===== config.mk =====
export PLATFORM = sky130hd
export DESIGN_NAME = sct_unit
export DESIGN_NICKNAME = d
export VERILOG_FILES = /design/src/sct_pkg.sv /design/src/sct_unit.sv
export SDC_FILE = /design/constraint.sdc
export NUM_CORES = 1
export LEC_CHECK = 0
export ABC_AREA = 1
export BUFFER_PORTS_ARGS = -buffer_cell sky130_fd_sc_hd__buf_4
export CAP_MARGIN = 20
export CORE_MARGIN = 8
export CORE_UTILIZATION = 46
export DETAILED_ROUTE_END_ITERATION = 16
export PLACE_DENSITY_LB_ADDON = 0.2
export RECOVER_POWER = 100
export SYNTH_ARGS = -nofsm -noshare
export SYNTH_HDL_FRONTEND = slang
export SYNTH_SLANG_ARGS = --single-unit

===== constraint.sdc =====
create_clock -name vclk -period 5.6
set_input_delay 1.12 -clock vclk [all_inputs]
set_output_delay 1.12 -clock vclk [all_outputs]
set_load 0.005 [all_outputs]

===== src/sct_pkg.sv =====
package sct_pkg;

  // Table geometry
  localparam int POSITIONS  = 4096;
  localparam int CATEGORIES = 8;
  localparam int COUNT_BITS = 16;

  localparam int POS_BITS = (POSITIONS > 1) ? $clog2(POSITIONS) : 1;
  localparam int CAT_BITS = (CATEGORIES > 1) ? $clog2(CATEGORIES) : 1;
  // wide enough for position + run_length and for any row index
  localparam int ADDR_W   = ((POS_BITS > 13) ? POS_BITS : 13) + 1;
  // counter + amount without overflow
  localparam int SUM_BITS = ((COUNT_BITS > 16) ? COUNT_BITS : 16) + 1;
  localparam int ROW_BITS = CATEGORIES * COUNT_BITS;

  localparam logic [63:0] COUNT_MAX = (64'd1 << COUNT_BITS) - 64'd1;
  localparam logic [ADDR_W-1:0] LAST_ROW = ADDR_W'(POSITIONS - 1);

  // Register indexes
  localparam logic [0:0] REG_MAX_COVERAGE  = 1'b0;
  localparam logic [0:0] REG_LENGTH_IN_USE = 1'b1;

  typedef enum logic [2:0] {
    OP_POINT_ADD = 3'd0,
    OP_RANGE_ADD = 3'd1,
    OP_SET       = 3'd2,
    OP_GET       = 3'd3,
    OP_HIGH_TEST = 3'd4,
    OP_CLEAR     = 3'd5
  } opcode_t;

  typedef enum logic [2:0] {
    ST_CLEAR,
    ST_IDLE,
    ST_START,
    ST_READ,
    ST_MODIFY,
    ST_FINISH
  } state_t;

  typedef logic [COUNT_BITS-1:0] count_t;
  typedef logic [CATEGORIES-1:0][COUNT_BITS-1:0] row_t;

  typedef struct packed {
    logic [2:0]  opcode;
    logic [11:0] position;
    logic [2:0]  category;
    logic [12:0] run_length;
    logic [15:0] amount;
  } cmd_t;

  typedef struct packed {
    logic [15:0] coverage_value;
    logic        high_flag;
  } res_t;

  // Compare results of the shared unit
  typedef struct packed {
    logic lt;      // counter + amount <  cap
    logic le;      // counter + amount <= cap
    logic ge;      // counter >= cap
    logic amt_le;  // amount <= cap
  } cmp_t;

endpackage


===== src/sct_unit.sv =====
module sct_unit import sct_pkg::*; (
  input  row_t                row,
  input  logic [2:0]          category,
  input  logic [15:0]         amount,
  input  logic [SUM_BITS-1:0] cap,
  input  logic                use_amt,
  output count_t              lane,
  output row_t                new_row,
  output cmp_t                cmp
);

  logic [SUM_BITS-1:0] lane_ext;
  logic [SUM_BITS-1:0] amt_ext;
  logic [SUM_BITS-1:0] sum;
  logic [CAT_BITS-1:0] sel;

  // Lane select, one add, compares against the cap
  always_comb begin
    sel      = CAT_BITS'(category);
    lane     = row[sel];
    lane_ext = SUM_BITS'(lane);
    amt_ext  = SUM_BITS'(amount);
    sum      = lane_ext + amt_ext;
    cmp.lt     = sum < cap;
    cmp.le     = sum <= cap;
    cmp.ge     = lane_ext >= cap;
    cmp.amt_le = amt_ext <= cap;
    // new_row carries the sum, or the amount when use_amt is set; the caller gates the write on the cap
    new_row      = row;
    new_row[sel] = use_amt ? COUNT_BITS'(amount) : COUNT_BITS'(sum);
  end

endmodule


==> results.sh, run 1 <==
export IMPL_cp_start_kind="primary input"
export IMPL_grt_util_all_layers_pct=35.92
export IMPL_layout_cells_non_filler=1448
export IMPL_io_pins=313
export IMPL_port_buffer_count=313
export IMPL_mostFrequentLayoutCell="buf_4"
export IMPL_min_from="row[119]"
export IMPL_synth_top_area_share_pct=27.52
export IMPL_syn_nets=1189
export IMPL_syn_avg_cell_area_um2=5.381
export IMPL_synthAdderAreaFrac_pct=16.17
export IMPL_netSwitchingFraction_pct=54.42
export IMPL_clkbuf_count=0
export IMPL_p_sw_uw=604.7
export IMPL_max_slew_margin_pct=53.27
export IMPL_maxCapViolations=0
export IMPL_synthTopCellsByArea="nand2_1, ha_1, nand3_1"
export IMPL_nFillCells=923
export IMPL_ys_warn_count=0
export IMPL_rows=38
export IMPL_worstPathArrival_ns=4.33
export IMPL_ir_drop_uv=92.40
export IMPL_syn_inst=958
export IMPL_dieHeight_um=121.9
export IMPL_dieWidth_um=121.9
export IMPL_ys_types=50
export IMPL_path_class="primary input to output port"
export IMPL_utilization_pct=76.83
export IMPL_synth_compound_area_share_pct=16.50
export IMPL_grt_pass1_vias=7732
export IMPL_powerDensity_nw_per_um2=132.8
export IMPL_startpoint="category[2]"
export IMPL_synthToLayoutAreaGrowth_pct=62.28
export IMPL_fin_crit_sh_pct=97.28
export IMPL_max_freq_mhz=183.6
export IMPL_synth_mux_area_share_pct=0
export IMPL_regArea_um2=0
export IMPL_synth_area_um2=5155
export IMPL_synth_area_leader_cell="nand2_1"
export IMPL_finalHoldViolCount=0
export IMPL_period_minus_slack_ns=5.448
export IMPL_synth_top_family_by_area="simple AND/OR/NAND/NOR gates"
export IMPL_yosys_area_share_simple_pct=51.67
export IMPL_tightest_slew_ns=0.6962
export IMPL_drtAntennaViolNets=0
export IMPL_setup_tns_ns=0
export IMPL_seqPwrFrac_pct=0
export IMPL_seq_cells=0
export IMPL_dieArea_um2=14850
export IMPL_drive_above_1_share_pct=37.77
export IMPL_final_nets=1541
export IMPL_antenna_found_initial=0
export IMPL_seq_area_frac_synth_pct=0
export IMPL_clockPowerShare_pct=0
export IMPL_dp_hpwl_um=25020
export IMPL_routed_wl_um=30010
export IMPL_first_pass_iters=6
export IMPL_initial_core_util_pct=47.35
export IMPL_crit_path_max_fanout=5
export IMPL_power_leakage_uw=0.004827
export IMPL_share_comb_of_total_power_pct=100.0
export IMPL_post_drt_wl_per_cell_um=20.73
export IMPL_yosys_area_share_xor_xnor_pct=1.165
export IMPL_diodes=0
export IMPL_drt_iter0_drc=1147
export IMPL_power_internal_uw=506.5
export IMPL_drc_errors=0
export IMPL_setup_viol=0
export IMPL_dp_cells=1430
export IMPL_gp_congestion=1.069
export IMPL_grt_pass1_wl_um=42500
export IMPL_core_um2=10890
export IMPL_multi_input_area_um2=4638
export IMPL_layout_common_cells="buf_4, nand2_1, nand3_1, inv_1, ha_1"
export IMPL_grt_max_degree=29
export IMPL_cp_required_ns=4.48
export IMPL_grt_ovfl_total=0
export IMPL_outcome="finished clean"
export IMPL_critPathCaptureType="output port"
export IMPL_drv_slew=0
export IMPL_viasPerCell=5.789
export IMPL_hp_class="primary input to output port"
export IMPL_num_vias=8382
## Yosys cell counts, types with 3 or more instances
library cell and number:
nand2_2 7, buf_4 13, o21ai_1 4, buf_1 9, nand3_4 9, o22ai_1 8, clkbuf_1 8, or2_2 11
buf_6 7, nand3_1 111, buf_2 11, inv_1 106, a221oi_1 3, a22o_1 4, nor2_1 27, nor3_1 6
nand2_1 378, a221oi_2 6, nand3_2 5, o21ai_0 48, xnor2_1 3, a22oi_1 17, ha_1 65, inv_2 8
and3_1 3, a21oi_1 32, nand4_1 19
## final timing paths
check,to,slack [ns],depth (start not counted)
worst max-delay path,cmp[2],0.15,21
worst min-delay path,new_row[119],2.52,4
## critical path: stages
cell and delay, ns:
buf_8 0.13, inv_6 0.09, nor3_4 0.06, buf_12 0.14, buf_6 0.12, buf_4 0.14
a22oi_1 0.16, nand4_1 0.20, ha_4 0.30, or2_1 0.24, and2_4 0.19, xnor2_1 0.23
inv_1 0.07, ha_1 0.31, a21o_1 0.18, o21ai_0 0.18, nand2_1 0.07, nand2_1 0.07
nand3_2 0.09, o41ai_2 0.06, buf_4 0.17
## power by group through the flow
stage	sequential (uW)	clock, uW	combinational (uW)
2_1_floorplan	0	0	535
3_3_place_gp	0	0	1010
3_5_place_dp	0	0	1020
4_1_cts	0	0	1020
5_1_grt	0	0	1200
6_report	0	0	1110
## through the flow
step | hold WS, ns | power [uW] | setup WS (ns) | instance area (um^2)
6_report | 2.519 | 1111 | 0.1525 | 8366
3_5_place_dp | 2.520 | 1017 | -0.01781 | 7900
4_1_cts | 2.521 | 1025 | 0.01759 | 7915
2_1_floorplan | 2.331 | 534.9 | 0.4099 | 5155
5_1_grt | 2.534 | 1202 | -0.04084 | 8366
3_3_place_gp | 2.521 | 1007 | -0.005175 | 7900
## cells by family after synthesis
kind of cell / Yosys count
adders and majority gates: 66
buffers and inverters: 165
AOI/OAI and AO/OA: 135
and+or+nand+nor: 586
xor gates and xnor gates: 6
## routing by layer
layer	vias to the layer above	part of all wire, %	routed length [um]	GRT usage, %
met4	0	6.4	1930	17.19
met5	-	0	0	0
met1	3675	36	10720	41.76
li1	3881	-	-	-
met2	689	45	13570	60.54
met3	137	13	3797	8.885
## layout make-up
cell class / count / area share [%]
Timing Repair Buffer: 398 / 36.85
Multi-Input combinational cell: 793 / 55.44
Inverter: 117 / 5.609
Tap cell: 140 / 2.094
## repair_timing
item / CTS / global route
setup buffers: 0 / 16
gates resized for setup: 2 / 57
hold buffers: 0 / 0
pin swaps: 0 / 18
setup endpoints to repair: 2 / 2
hold endpoints to repair: 0 / 0
cloned: 0 / 2
Note: power is estimated with default switching activity, not from simulation.
==> run 2: changes to the inputs <==
--- a/config.mk
+++ b/config.mk
@@ -11,8 +11,10 @@
 export CORE_MARGIN = 8
 export CORE_UTILIZATION = 46
 export DETAILED_ROUTE_END_ITERATION = 16
+export GPL_TIMING_DRIVEN = 0
 export PLACE_DENSITY_LB_ADDON = 0.2
 export RECOVER_POWER = 100
+export SETUP_SLACK_MARGIN = 0.02
 export SYNTH_ARGS = -nofsm -noshare
 export SYNTH_HDL_FRONTEND = slang
 export SYNTH_SLANG_ARGS = --single-unit
==> run 2 against run 1 <==
Compared with the run above:
- cell count increased by 1.0%
- via count is 4.2% higher
- flip-flop and latch count unchanged
- total power increased by 5.5%
- global-route usage rose by 2.4 points
- design area up 2.1%
- worst setup slack worse by 0.10 ns
- first-iteration DRC count up 26%
- critical path depth is 3 higher
==> results.sh, run 2 (synthesis results as in run 1) <==
export IMPL_totalPowerFinal_uw=1172
export IMPL_fin_crit_sh_pct=99.06
export IMPL_rows=38
export IMPL_critPathSlowestCell="nor3_4"
export IMPL_netSwitchingFraction_pct=55.65
export IMPL_seqPwrFrac_pct=0
export IMPL_grt_pass1_wl_um=44350
export IMPL_regArea_um2=0
export IMPL_viasPerCell=5.969
export IMPL_routed_wl_um=32900
export IMPL_crit_path_max_fanout=5
export IMPL_grt_util_all_layers_pct=38.31
export IMPL_grt_max_degree=11
export IMPL_dieWidth_um=121.9
export IMPL_dieArea_um2=14850
export IMPL_hp_class="primary input to output port"
export IMPL_dieHeight_um=121.9
export IMPL_crit_path_cell_trace="buf_12 -> clkinv_8 -> nor3_4 -> buf_6 -> buf_12 -> a22o_1 -> a21oi_2 -> nand4_1 -> ha_4 -> a21oi_2 -> nand2_2 -> a21oi_4 -> nand2_4 -> a21oi_2 -> o21bai_1 -> ha_1 -> nand2_1 -> inv_2 -> nand3_4 -> nor2_4 -> nand4_1 -> nand3_2 -> o41ai_2 -> buf_4"
export IMPL_io_pins=313
export IMPL_worstPathArrival_ns=4.43
export IMPL_clockPowerShare_pct=0
export IMPL_grt_pass1_vias=7772
export IMPL_share_comb_of_total_power_pct=100.0
export IMPL_first_pass_iters=7
export IMPL_drt_iter0_drc=1440
export IMPL_outcome="finished clean"
export IMPL_utilization_pct=78.44
export IMPL_critPathCaptureType="output port"
export IMPL_layout_common_cells="buf_4, nand2_1, nand3_1"
export IMPL_clkbuf_count=0
export IMPL_path_class="primary input to output port"
export IMPL_rsz0062_at_grt="yes"
export IMPL_mostFrequentLayoutCell="buf_4"
export IMPL_period_minus_slack_ns=5.548
export IMPL_finalHoldViolCount=0
export IMPL_num_vias=8733
export IMPL_power_leakage_uw=0.004873
export IMPL_hold_ws_ns=2.520
export IMPL_p_sw_uw=652.2
export IMPL_hold_buffers=0
export IMPL_final_nets=1555
export IMPL_seq_cells=0
export IMPL_gp_congestion=1.034
export IMPL_drc_errors=0
export IMPL_dp_hpwl_um=24970
export IMPL_crit_top_cell="a21oi_2"
export IMPL_antenna_found_initial=0
export IMPL_power_internal_uw=519.7
export IMPL_cp_required_ns=4.48
export IMPL_finalInstanceArea_um2=8541
export IMPL_synthToLayoutAreaGrowth_pct=65.68
export IMPL_max_stage_delay_ns=0.31
export IMPL_max_slew_margin_pct=32.48
export IMPL_post_drt_wl_per_cell_um=22.49
export IMPL_initial_core_util_pct=47.35
export IMPL_ir_drop_uv=92.11
export IMPL_cp_start_kind="primary input"
export IMPL_setup_viol=0
export IMPL_powerDensity_nw_per_um2=137.2
export IMPL_maxCapViolations=0
export IMPL_port_buffer_count=310
export IMPL_core_um2=10890
export IMPL_drive_above_1_share_pct=38.96
export IMPL_tightest_slew_ns=1.013
export IMPL_drtAntennaViolNets=0
export IMPL_max_freq_mhz=180.3
export IMPL_grt_ovfl_total=0
export IMPL_place_area_um2=7657
export IMPL_drv_slew=0
run 2: layout make-up:
type | instances | area, um^2
inverters | 117 | 461.7
well taps | 140 | 175.2
multi-input cells | 793 | 4806
fillers | 882 | 2347
repair buffers | 364 | 2753
diodes | 1 | 2.502
plain buffers | 48 | 342.8
run 2: per-stage QoR:
| step | std cells | TNS (ns) | worst slack, ns |
|---|---|---|---|
| after global routing | 1462 | -0.2546 | -0.1543 |
| after global placement | 1408 | -0.5654 | -0.3153 |
| after CTS | 1426 | 0 | 0.02531 |
| final | 1463 | 0 | 0.05238 |
| after detailed placement | 1408 | -0.6067 | -0.3284 |
| after floorplan | 958 | 0 | 0.4099 |
run 2: critical path, delay by kind of cell:
family	cells	cell delay [ns]
buffers and inverters	6	0.73
and+or+nand+nor	9	1.20
AOI/OAI and AO/OA	7	0.81
adders and majority gates	2	0.56
run 2: path summary, 6_finish.rpt:
kind                        start            to  slack [ns]  depth (start not counted)
worst min-delay path     row[126]  new_row[126]        2.52                          4
worst max-delay path  category[2]        cmp[2]        0.05                         24
run 2: timing repair:
item,in CTS,in global routing
buffers inserted,18,35
cloned,0,1
endpoints found under the setup margin,2,2
resized for setup,27,71
pin swaps,13,46
run 2: metal layers:
metal	part of all wire, %	track usage [%]
met2	44	61.91
met4	7.0	20.97
met3	15	10.87
met1	34	44.94
met5	0	0
run 2: power by group through the flow:
stage          Sequential [uW]  Combinational (uW)  Clock [uW]
2_1_floorplan                0                 535           0
4_1_cts                      0                1020           0
3_3_place_gp                 0                 953           0
6_report                     0                1170   0.0000241
3_5_place_dp                 0                 965           0
5_1_grt                      0                1250           0
==> run 3: changes to the inputs <==
--- a/config.mk
+++ b/config.mk
@@ -12,7 +12,7 @@
 export CORE_UTILIZATION = 46
 export DETAILED_ROUTE_END_ITERATION = 16
 export GPL_TIMING_DRIVEN = 0
-export PLACE_DENSITY_LB_ADDON = 0.2
+export PLACE_DENSITY = 0.95
 export RECOVER_POWER = 100
 export SETUP_SLACK_MARGIN = 0.02
 export SYNTH_ARGS = -nofsm -noshare
==> run 3 against run 2 <==
Compared with the run above:
- via count up 2.9%
- utilization is 0.33 points higher
- hold slack better by 0.0049 ns
- die area did not move
- clock-buffer cell count unchanged
- routed wire length is 2.1% higher
- flip-flop and latch count unchanged
- cell count barely moved
- critical endpoint unchanged
==> results.sh, run 3 (synthesis results as in run 1) <==
export IMPL_first_pass_iters=9
export IMPL_dp_hpwl_um=25200
export IMPL_cp_start_kind="primary input"
export IMPL_diodes=0
export IMPL_crit_path_max_fanout=8
export IMPL_core_um2=10890
export IMPL_ir_drop_uv=88.07
export IMPL_dieHeight_um=121.9
export IMPL_tightest_slew_ns=0.9221
export IMPL_nFillCells=851
export IMPL_setup_viol=0
export IMPL_drv_slew=0
export IMPL_rows=38
export IMPL_dieArea_um2=14850
export IMPL_regArea_um2=0
export IMPL_grt_max_degree=11
export IMPL_clkbuf_count=0
export IMPL_maxCapViolations=0
export IMPL_final_nets=1555
export IMPL_num_vias=8983
export IMPL_viasPerCell=6.144
export IMPL_io_pins=313
export IMPL_grt_pass1_vias=7798
export IMPL_routed_wl_um=33610
export IMPL_hold_buffers=0
export IMPL_pre_cts_ws_ns=-0.4341
export IMPL_antenna_found_initial=0
export IMPL_hp_class="primary input to output port"
export IMPL_period_minus_slack_ns=5.524
export IMPL_layout_common_cells="buf_4, nand2_1, inv_1"
export IMPL_dieWidth_um=121.9
export IMPL_max_slew_margin_pct=38.52
export IMPL_worstPathArrival_ns=4.40
export IMPL_finalHoldViolCount=0
export IMPL_grt_pass1_wl_um=44870
export IMPL_drc_errors=0
export IMPL_gp_congestion=1.028
export IMPL_endpoint="cmp[2]"
export IMPL_grt_util_all_layers_pct=38.83
export IMPL_powerDensity_nw_per_um2=136.9
export IMPL_post_drt_wl_per_cell_um=22.99
export IMPL_port_buffer_count=310
export IMPL_max_freq_mhz=181.0
export IMPL_drt_iter0_drc=1521
export IMPL_critPathCaptureType="output port"
export IMPL_mostFrequentLayoutCell="buf_4"
export IMPL_initial_core_util_pct=47.35
export IMPL_fin_ws_ns=0.07573
export IMPL_synthToLayoutAreaGrowth_pct=66.38
export IMPL_outcome="finished clean"
export IMPL_grt_ovfl_total=0
export IMPL_drive_above_1_share_pct=38.80
export IMPL_utilization_pct=78.77
export IMPL_power_leakage_uw=0.004895
export IMPL_multi_input_area_um2=4835
export IMPL_seq_cells=0
export IMPL_path_class="primary input to output port"
export IMPL_fin_crit_sh_pct=98.65
export IMPL_drtAntennaViolNets=0
export IMPL_startpoint="category[2]"
export IMPL_hold_ws_ns=2.525
export IMPL_cp_required_ns=4.48
[run 3: cell count changes in the layout (fill, tap and decap cells not counted), moves of 3 or more]
cell	previous run	this run
nand2_2	19	16
a22oi_2	5	2
nand3_1	105	101
a22oi_1	12	15
nand3_2	9	13
ha_4	11	14
nand2_1	362	365
ha_1	53	50
a21oi_2	8	5
a21oi_1	23	26
[run 3: what timing repair did]
item / CTS / global route
gates resized for setup: 28 / 75
pin swaps: 13 / 38
endpoints found under the setup margin: 2 / 2
setup buffers: 14 / 40
[run 3: cell type report]
type | count | area share [%]
inverters | 117 | 5.412
repair buffers | 364 | 31.87
well taps | 140 | 2.042
plain buffers | 48 | 4.303
multi-input cells | 793 | 56.37
[run 3: worst min path at each step]
stage                     slack, ns  depth (start not counted)  startpoint     endpoint
final                          2.52                          4     row[40]  new_row[40]
after global routing           2.53                          4     row[40]  new_row[40]
after CTS                      2.52                          4     row[45]  new_row[45]
after detailed placement       2.52                          4     row[45]  new_row[45]
after global placement         2.52                          4     row[56]  new_row[56]
after floorplan                2.33                          2     row[64]  new_row[64]
[run 3: critical path, cell delays in order]
cell and delay [ns]:
buf_12 0.12, clkinv_8 0.08, nand3_4 0.10, inv_4 0.06, buf_12 0.13, buf_4 0.15
a221oi_2 0.31, nand3_2 0.16, ha_4 0.33, nand2_1 0.15, nor2_1 0.19, nand3_1 0.14
nand4_1 0.14, nand2_1 0.09, ha_1 0.29, nand2_1 0.05, inv_1 0.11, nand3_2 0.11
nor2_4 0.13, nand4_1 0.10, nand3_2 0.10, o41ai_2 0.07, buf_4 0.14
[run 3: through the flow]
| stage | setup TNS, ns | power (uW) | instance area, um^2 | std cells |
|---|---|---|---|---|
| floorplan | 0 | 534.9 | 5155 | 958 |
| global placement | -0.8512 | 953.9 | 7657 | 1408 |
| detailed placement | -0.8195 | 969.1 | 7657 | 1408 |
| CTS | 0 | 1025 | 7946 | 1422 |
| global route | -0.1023 | 1252 | 8577 | 1462 |
| finish | 0 | 1174 | 8577 | 1462 |
[run 3: power breakdown]
group	leakage, uW	total (uW)	switching [uW]	internal (uW)
Combinational	0.00490	1170	655	519
Clock	0	0	0	0
Sequential	0	0	0	0
[run 3: per-layer routing]
layer  vias up  GRT usage [%]  part of all wire, %
li1       3915              -                    -
met5         -              0                    0
met4         0          21.51                  8.2
met2       915          63.20                   43
met3       262          11.29                   15
met1      3891          44.91                   33
